## config.mk

```make
export PLATFORM = sky130hd
export DESIGN_NAME = image_chunk_packet_framer_top
export DESIGN_NICKNAME = d
export VERILOG_FILES = /design/src/rtl/core/icpf_pkg.sv /design/src/rtl/core/image_chunk_packet_framer_top.sv /design/src/rtl/core/icpf_div.sv
export VERILOG_INCLUDE_DIRS = /design/src /design/src/rtl/core
export SDC_FILE = /design/constraint.sdc
export NUM_CORES = 1
export LEC_CHECK = 0
export ABC_AREA = 1
export BUFFER_PORTS_ARGS = -buffer_cell sky130_fd_sc_hd__clkbuf_2
export CAP_MARGIN = 20
export CORE_MARGIN = 10
export CORE_UTILIZATION = 40
export CTS_CLUSTER_DIAMETER = 200
export DETAILED_ROUTE_END_ITERATION = 7
export PLACE_DENSITY = 0.61
export SYNTH_ARGS = -nofsm -noshare
export SYNTH_HDL_FRONTEND = slang
export SYNTH_HIERARCHICAL = 1
export SYNTH_SLANG_ARGS = --single-unit
```

## constraint.sdc

```tcl
create_clock -name clock -period 10.5 [get_ports clock]
set_clock_uncertainty 0.2 [all_clocks]
set_input_delay 0.525 -clock clock [delete_from_list [all_inputs] [get_ports clock]]
set_output_delay 0.525 -clock clock [all_outputs]
set_load 0.05 [all_outputs]
```

## src/rtl/core/image_chunk_packet_framer_top_macros.svh

```systemverilog
// assertion macros for the image chunk packet framer
// included by every rtl module that carries concurrent checks
`ifndef IMAGE_CHUNK_PACKET_FRAMER_TOP_MACROS_SVH
`define IMAGE_CHUNK_PACKET_FRAMER_TOP_MACROS_SVH

`ifndef NO_ASSERTIONS

// check gated by reset
`define ICPF_ASSERT(lbl, clk, rst, prop, msg) \
   lbl: assert property (@(posedge clk) disable iff (rst) prop) else $error(msg);

// check that also holds through reset
`define ICPF_ASSERT_ALWAYS(lbl, clk, prop, msg) \
   lbl: assert property (@(posedge clk) prop) else $error(msg);

`else

`define ICPF_ASSERT(lbl, clk, rst, prop, msg)
`define ICPF_ASSERT_ALWAYS(lbl, clk, prop, msg)

`endif

`endif

```

## src/rtl/core/icpf_pkg.sv

```systemverilog
// shared types and constants for the image chunk packet framer
// no dependencies; imported by icpf_div and the top level
package icpf_pkg;

   // sequencer states
   typedef enum logic {
      ST_IDLE,
      ST_EMIT
   } state_type;

   // csr register indexes
   localparam logic CSR_CHUNK_MAX = 1'b0;
   localparam logic CSR_FRAME_MAX = 1'b1;

   // packet byte slots, in emission order
   localparam logic [2:0] SLOT_CMD0  = 3'd0;
   localparam logic [2:0] SLOT_CMD1  = 3'd1;
   localparam logic [2:0] SLOT_SEP0  = 3'd2;
   localparam logic [2:0] SLOT_FRAME = 3'd3;
   localparam logic [2:0] SLOT_DATA  = 3'd4;
   localparam logic [2:0] SLOT_SEP1  = 3'd5;
   localparam logic [2:0] SLOT_COUNT = 3'd6;

   // packet characters
   localparam logic [7:0] CHAR_I     = 8'h49;
   localparam logic [7:0] CHAR_X     = 8'h58;
   localparam logic [7:0] CHAR_A     = 8'h41;
   localparam logic [7:0] CHAR_P     = 8'h50;
   localparam logic [7:0] CHAR_COMMA = 8'h2C;

   // reset values of the csr registers
   localparam logic [7:0] CHUNK_MAX_RESET = 8'd235;
   localparam logic [7:0] FRAME_MAX_RESET = 8'd9;

   // divider status seen by the sequencer
   typedef struct packed {
      logic busy;
      logic done;
   } div_stat_type;

endpackage

```

## src/rtl/core/image_chunk_packet_framer_top.sv

```systemverilog
// image chunk packet framer: wraps payload bytes into radio packets
// depends on icpf_pkg, icpf_div and image_chunk_packet_framer_top_macros.svh
//
//  channel  | direction | ports
//  ---------+-----------+------------------------------------------------------
//  req      | in        | req_valid/req_ready, req_mode, req_data_byte,
//           |           | req_frame_length
//  rsp      | out       | rsp_valid/rsp_ready, rsp_out_byte, rsp_packet_end,
//           |           | rsp_run_last
//  csr      | in        | csr_we, csr_index, csr_wdata (write only)
//
// one payload byte gives 1 to 7 packet bytes, one per cycle through the output register
// unless rsp stalls; in an item that closes a packet the count byte also waits for the
// serial divider, started at the transfer, to finish
// one item at a time: req_ready is high only while the sequencer is idle
// reset is synchronous; csr registers return to 235 and 9, no frame in progress
`include "image_chunk_packet_framer_top_macros.svh"

module image_chunk_packet_framer_top
   import icpf_pkg::*;
#(
   parameter int MAX_FRAME_BYTES = 4096
) (
   input  logic        clock,
   input  logic        reset,
   input  logic        req_valid,
   output logic        req_ready,
   input  logic        req_mode,
   input  logic [7:0]  req_data_byte,
   input  logic [12:0] req_frame_length,
   output logic        rsp_valid,
   input  logic        rsp_ready,
   output logic [7:0]  rsp_out_byte,
   output logic        rsp_packet_end,
   output logic        rsp_run_last,
   input  logic        csr_we,
   input  logic        csr_index,
   input  logic [7:0]  csr_wdata
);

   localparam int REM_W = $clog2(MAX_FRAME_BYTES + 1);
   localparam int CMP_W = (REM_W > 13) ? REM_W : 13;

   state_type        state_ff, state_in;
   logic [7:0]       chunk_max_ff, frame_max_ff;
   logic [REM_W-1:0] rem_ff, rem_in;
   logic [7:0]       pos_ff, pos_in;
   logic [7:0]       frame_ff, frame_in;
   logic             mode_ff, mode_in;
   logic [7:0]       data_ff, data_in;
   logic [7:0]       hdr_frame_ff, hdr_frame_in;
   logic             close_ff, close_in;
   logic [2:0]       slot_ff, slot_in;
   logic             rsp_valid_ff, rsp_valid_in;
   logic [7:0]       rsp_byte_ff, rsp_byte_in;
   logic             rsp_end_ff, rsp_end_in;
   logic             rsp_last_ff, rsp_last_in;

   logic             acc;
   logic [7:0]       csz;
   logic [CMP_W-1:0] len_ext;
   logic [REM_W-1:0] len_clamped;
   logic [REM_W-1:0] rem_start;
   logic [7:0]       pos_start;
   logic [7:0]       new_pos;
   logic [REM_W-1:0] new_rem;
   logic             close_now;
   logic [7:0]       frame_inc;
   logic             out_load;
   logic             slot_last;
   logic             div_start;
   div_stat_type     div_stat;
   logic [7:0]       div_q;

   // csr write port
   always_ff @(posedge clock) begin
      if (reset) begin
         chunk_max_ff <= CHUNK_MAX_RESET;
         frame_max_ff <= FRAME_MAX_RESET;
      end else if (csr_we) begin
         case (csr_index)
            CSR_CHUNK_MAX: chunk_max_ff <= csr_wdata;
            CSR_FRAME_MAX: frame_max_ff <= csr_wdata;
            default: ;
         endcase
      end
   end

   // item decode at the req transfer
   always_comb begin
      acc = req_valid && req_ready;
      csz = (chunk_max_ff == 8'd0) ? 8'd1 : chunk_max_ff;
      len_ext = CMP_W'(req_frame_length);
      if (len_ext == '0) begin
         len_clamped = REM_W'(1);
      end else if (len_ext > CMP_W'(MAX_FRAME_BYTES)) begin
         len_clamped = REM_W'(MAX_FRAME_BYTES);
      end else begin
         len_clamped = len_ext[REM_W-1:0];
      end
      if (rem_ff == '0) begin
         rem_start = len_clamped;
         pos_start = 8'd0;
      end else begin
         rem_start = rem_ff;
         pos_start = pos_ff;
      end
      new_pos   = pos_start + 8'd1;
      new_rem   = rem_start - REM_W'(1);
      close_now = (new_pos >= csz) || (new_pos == 8'd0) || (new_rem == '0);
      frame_inc = frame_ff + 8'd1;
      div_start = acc && close_now;
   end

   // serial divider for the packets-to-come byte
   icpf_div #(
      .DVD_W(REM_W)
   ) u_div (
      .clock    (clock),
      .reset    (reset),
      .start    (div_start),
      .dividend (new_rem),
      .divisor  (csz),
      .stat     (div_stat),
      .ceil_q   (div_q)
   );

   // sequencer: next state, frame bookkeeping and byte emission
   always_comb begin
      state_in     = state_ff;
      rem_in       = rem_ff;
      pos_in       = pos_ff;
      frame_in     = frame_ff;
      mode_in      = mode_ff;
      data_in      = data_ff;
      hdr_frame_in = hdr_frame_ff;
      close_in     = close_ff;
      slot_in      = slot_ff;
      rsp_valid_in = rsp_valid_ff;
      rsp_byte_in  = rsp_byte_ff;
      rsp_end_in   = rsp_end_ff;
      rsp_last_in  = rsp_last_ff;
      req_ready    = 1'b0;
      out_load     = 1'b0;
      slot_last    = (slot_ff == SLOT_COUNT) || ((slot_ff == SLOT_DATA) && !close_ff);

      if (rsp_valid_ff && rsp_ready) begin
         rsp_valid_in = 1'b0;
      end

      case (state_ff)
         ST_IDLE: begin
            req_ready = 1'b1;
            if (acc) begin
               mode_in      = req_mode;
               data_in      = req_data_byte;
               hdr_frame_in = frame_ff;
               close_in     = close_now;
               slot_in      = (pos_start == 8'd0) ? SLOT_CMD0 : SLOT_DATA;
               rem_in       = new_rem;
               pos_in       = close_now ? 8'd0 : new_pos;
               if (close_now && (new_rem == '0)) begin
                  frame_in = (frame_inc > frame_max_ff) ? 8'd0 : frame_inc;
               end
               state_in = ST_EMIT;
            end
         end
         ST_EMIT: begin
            out_load = (!rsp_valid_ff || rsp_ready)
                       && ((slot_ff != SLOT_COUNT) || div_stat.done);
            if (out_load) begin
               rsp_valid_in = 1'b1;
               rsp_end_in   = (slot_ff == SLOT_COUNT);
               rsp_last_in  = slot_last;
               case (slot_ff)
                  SLOT_CMD0:  rsp_byte_in = mode_ff ? CHAR_A : CHAR_I;
                  SLOT_CMD1:  rsp_byte_in = mode_ff ? CHAR_P : CHAR_X;
                  SLOT_SEP0:  rsp_byte_in = CHAR_COMMA;
                  SLOT_FRAME: rsp_byte_in = hdr_frame_ff;
                  SLOT_DATA:  rsp_byte_in = data_ff;
                  SLOT_SEP1:  rsp_byte_in = CHAR_COMMA;
                  SLOT_COUNT: rsp_byte_in = div_q;
                  default:    rsp_byte_in = data_ff;
               endcase
               slot_in = slot_ff + 3'd1;
               if (slot_last) begin
                  state_in = ST_IDLE;
               end
            end
         end
         default: begin
            state_in = ST_IDLE;
         end
      endcase
   end

   // control and payload registers
   always_ff @(posedge clock) begin
      if (reset) begin
         state_ff     <= ST_IDLE;
         rem_ff       <= '0;
         pos_ff       <= 8'd0;
         frame_ff     <= 8'd0;
         rsp_valid_ff <= 1'b0;
      end else begin
         state_ff     <= state_in;
         rem_ff       <= rem_in;
         pos_ff       <= pos_in;
         frame_ff     <= frame_in;
         rsp_valid_ff <= rsp_valid_in;
      end
      mode_ff      <= mode_in;
      data_ff      <= data_in;
      hdr_frame_ff <= hdr_frame_in;
      close_ff     <= close_in;
      slot_ff      <= slot_in;
      rsp_byte_ff  <= rsp_byte_in;
      rsp_end_ff   <= rsp_end_in;
      rsp_last_ff  <= rsp_last_in;
   end

   assign rsp_valid      = rsp_valid_ff;
   assign rsp_out_byte   = rsp_byte_ff;
   assign rsp_packet_end = rsp_end_ff;
   assign rsp_run_last   = rsp_last_ff;

   `ICPF_ASSERT(a_busy_after_transfer, clock, reset, acc |=> !req_ready, "ready after transfer")
   `ICPF_ASSERT(a_open_packet_in_frame, clock, reset, (pos_ff != 8'd0) |-> (rem_ff != '0), "open packet outside frame")
   `ICPF_ASSERT(a_count_needs_divider, clock, reset, (out_load && (slot_ff == SLOT_COUNT)) |-> div_stat.done, "count before divide")
   `ICPF_ASSERT(a_end_is_last, clock, reset, (rsp_valid_ff && rsp_end_ff) |-> rsp_last_ff, "packet end not last")

endmodule

```

## src/rtl/core/icpf_div.sv

```systemverilog
// bit-serial restoring divider giving the low 8 bits of ceil(dividend / divisor)
// depends on icpf_pkg and image_chunk_packet_framer_top_macros.svh
`include "image_chunk_packet_framer_top_macros.svh"

module icpf_div
   import icpf_pkg::*;
#(
   parameter int DVD_W = 13
) (
   input  logic             clock,
   input  logic             reset,
   input  logic             start,
   input  logic [DVD_W-1:0] dividend,
   input  logic [7:0]       divisor,
   output div_stat_type     stat,
   output logic [7:0]       ceil_q
);

   localparam int CNT_W = $clog2(DVD_W + 1);

   logic [CNT_W-1:0] cnt_ff, cnt_in;
   logic             busy_ff, busy_in;
   logic             done_ff, done_in;
   logic [DVD_W-1:0] dvd_ff, dvd_in;
   logic [7:0]       rem_ff, rem_in;
   logic [7:0]       dvs_ff, dvs_in;

   logic [8:0]       trial;
   logic [8:0]       diff;
   logic             ge;
   logic [DVD_W+7:0] q_ext;

   // one quotient bit per cycle
   always_comb begin
      trial = {rem_ff, dvd_ff[DVD_W-1]};
      ge    = trial >= {1'b0, dvs_ff};
      diff  = trial - {1'b0, dvs_ff};
      cnt_in  = cnt_ff;
      busy_in = busy_ff;
      done_in = done_ff;
      dvd_in  = dvd_ff;
      rem_in  = rem_ff;
      dvs_in  = dvs_ff;
      if (start) begin
         cnt_in  = CNT_W'(DVD_W);
         busy_in = 1'b1;
         done_in = 1'b0;
         dvd_in  = dividend;
         rem_in  = 8'd0;
         dvs_in  = divisor;
      end else if (busy_ff) begin
         dvd_in = {dvd_ff[DVD_W-2:0], ge};
         rem_in = ge ? diff[7:0] : trial[7:0];
         cnt_in = cnt_ff - CNT_W'(1);
         if (cnt_ff == CNT_W'(1)) begin
            busy_in = 1'b0;
            done_in = 1'b1;
         end
      end
   end

   always_ff @(posedge clock) begin
      if (reset) begin
         busy_ff <= 1'b0;
         done_ff <= 1'b0;
         cnt_ff  <= '0;
      end else begin
         busy_ff <= busy_in;
         done_ff <= done_in;
         cnt_ff  <= cnt_in;
      end
      dvd_ff <= dvd_in;
      rem_ff <= rem_in;
      dvs_ff <= dvs_in;
   end

   // round up when the remainder is nonzero
   assign q_ext     = {8'd0, dvd_ff};
   assign ceil_q    = q_ext[7:0] + {7'd0, (rem_ff != 8'd0)};
   assign stat.busy = busy_ff;
   assign stat.done = done_ff;

   `ICPF_ASSERT(a_start_clears_done, clock, reset, start |=> !done_ff, "done after start")
   `ICPF_ASSERT(a_done_holds, clock, reset, (done_ff && !start) |=> done_ff, "done dropped")
   `ICPF_ASSERT(a_rem_below_divisor, clock, reset, done_ff |-> (rem_ff < dvs_ff), "bad remainder")
   `ICPF_ASSERT(a_not_both, clock, reset, !(busy_ff && done_ff), "busy and done")

endmodule
```

==> impl_results.md <==
- Status: finished, final reports clean
- CTS tree: built
- Initial core utilization: 0.409
- Final std cells w/o fill: 1159
- H-tree Lvls: 4
- Syn Area/Cell: 7.67 um2
- Worst Tran Pin Value: 0.970 ns
- Routed length per placed instance: 13.5 um
- Die X: 150 um
- Yosys warns: 6
- Post-synthesis cell area: 0.00678 mm2
- Max-cap violations: 0
- CTS resizes: 0
- CTS root buffer: clkbuf_16
- Hold_buf cts: 0
- Fin. Hold Viols: 0
- Worst min-delay path class: primary input to flop
- Synth-to-layout area growth: 15.0%
- Crit share post-route: 0.431
- First-pass GRT wire length: 25.8 mm
- Drt drc: 0
- Peak supply drop: 0.118 mV
- Syn Inst Count: 884
- Dpl cells: 1127
- R2R Setup Slk: 5.98 ns
- GRT Overall Usage: 0.143
- Critical Path AT: 4.37 ns
- Relative slew slack: 0.353
- Post-route cell area: 0.00780 mm2
- Worst skew pair latency: 0.42 ns
- # IOs: 48
- Data required, critical path: 10.35 ns
- RSZ-0062 raised after global routing: false
- Vias/cell: 4.76
- Place WS: 6.03 ns
- Worst hold slack: 0.0917 ns
- Drt pass-1 iters: 5
- Worst setup EP type: flop
- Grt total ovfl: 0
- Crit path max fanout: 20
- Critical Path Source Type: flop
- GP Congestion: 0.884
- Initial DRC count: 482
- Placed cell area: 0.00718 mm2
- Pwr dens: 185 mW/mm2
- Core footprint: 0.0166 mm2
- Vias in the first global route: 5261
- Worst-case reg-to-reg path depth: 21
- Via count: 5514
- Final nets: 1001
- Fmax: 0.221 GHz
- Die area: 0.0226 mm2
- Reg2Reg Launch Point: rem_ff[4]
- Ant. Diodes: 0
- Antenna-violating nets left: 0
- Final min period: 4.52 ns
- Hold Startpoint: req_data_byte[6]
- Syn Nets: 959
- Setup violation total in the final timing report: 0
- Pin count of the biggest net entering global routing: 35
- PortBufs: 47
- Clk sink count: 113
- Final WS setup: 5.98 ns
- WS Path Type: flop to flop
- DP HPWL: 11.9 mm
- Static Leak: 3.83 nW
- Final core occ: 0.470
- CTS buffer count: 17
- Hold endpoint: data_ff[6]
- Drt total wl: 15.6 mm
- R2R Path End: u_div/dvd_ff[1]
- Max Slew Vio Count: 0
- Final total power: 1.44 mW
- Die height: 150 um
- FP Rows: 47
- Hold Crit Depth: 1
- Initial antenna violation count: 0
- Layout cells sized above 1: 0.168
- Number of post-CTS setup repair buffers: 0
- Setup_tns: 0 ns
- Reg clk slew, reported paths: 0.05 ns
- Clk buf depth: 2
[worst max-delay path, stage by stage, from the launching register on]
cell and delay (ns):
dfxtp_1 0.37, nor2_1 0.06, nand2_1 0.10, nor2_2 0.06, nand2_4 0.17, inv_2 0.13, nor2_1 0.15, ha_1 0.18
inv_1 0.04, nor2_1 0.21, nand4_1 0.14, o21ai_0 0.24, inv_1 0.09, ha_1 0.28, nand2_1 0.06, nor2_1 0.13
nand4_1 0.10, o2111ai_1 0.13, nor2_2 0.12, a21oi_4 0.52, nor2_2 0.20, inv_1 0.46
[per-layer routing]
layer / GRT usage / share of wire
met3: 0.0303 / 0.036
met2: 0.226 / 0.45
met4: 0.0505 / 0.013
met1: 0.188 / 0.50
met5: 0 / 0
[where the power goes]
group          internal, mW  switching, mW
sequential            0.503         0.0216
clock                 0.385          0.196
combinational         0.107          0.226
total                 0.995          0.444
[flip-flops by register name, indices dropped and copies added (netlist names), 4 cells and up]
signal,count
u_div/rem_ff,8
frame_ff,8
pos_ff,8
u_div/cnt_ff,4
rsp_out_byte,8
data_ff,8
rem_ff,13
u_div/dvs_ff,8
hdr_frame_ff,8
chunk_max_ff,8
u_div/dvd_ff,13
frame_max_ff,8
[worst max path at each step]
| stage | start | end | cells past startpoint |
|---|---|---|---|
| floorplan | rem_ff[1] | u_div/dvd_ff[0] | 23 |
| global placement | rem_ff[4] | u_div/dvd_ff[10] | 21 |
| detailed placement | rem_ff[4] | u_div/dvd_ff[9] | 21 |
| CTS | rem_ff[4] | u_div/dvd_ff[1] | 21 |
| global route | rem_ff[4] | u_div/dvd_ff[1] | 21 |
| finish | rem_ff[4] | u_div/dvd_ff[1] | 21 |
[final cells by class]
class                           count  area, um2
Sequential cell                   113       2780
Inverter                          163        614
Tap cell                          220        275
Fill cell                        1636       8780
Multi-Input combinational cell    580       3250
Clock buffer                       24        547
Clock inverter                      8       68.8
Timing Repair Buffer               51        265
[layout by cell type, fill, tap and decap left out, drive strengths merged]
cell,instances
nor3,5
o31ai,1
a221oi,7
o21ba,1
a41o,1
ha,38
o2111ai,1
a211oi,1
o21ai,46
a31oi,2
clkbuf,71
nand3b,1
edfxtp,52
nand3,53
dfxtp,61
clkinvlp,2
nor2,110
xnor2,3
nand2,223
o41ai,1
bufinv,1
a22oi,1
buf,4
o211ai,10
xor2,14
nand4,8
a21oi,48
clkinv,6
nor4,4
fa,1
inv,162
(Power assumes the default switching activity.)
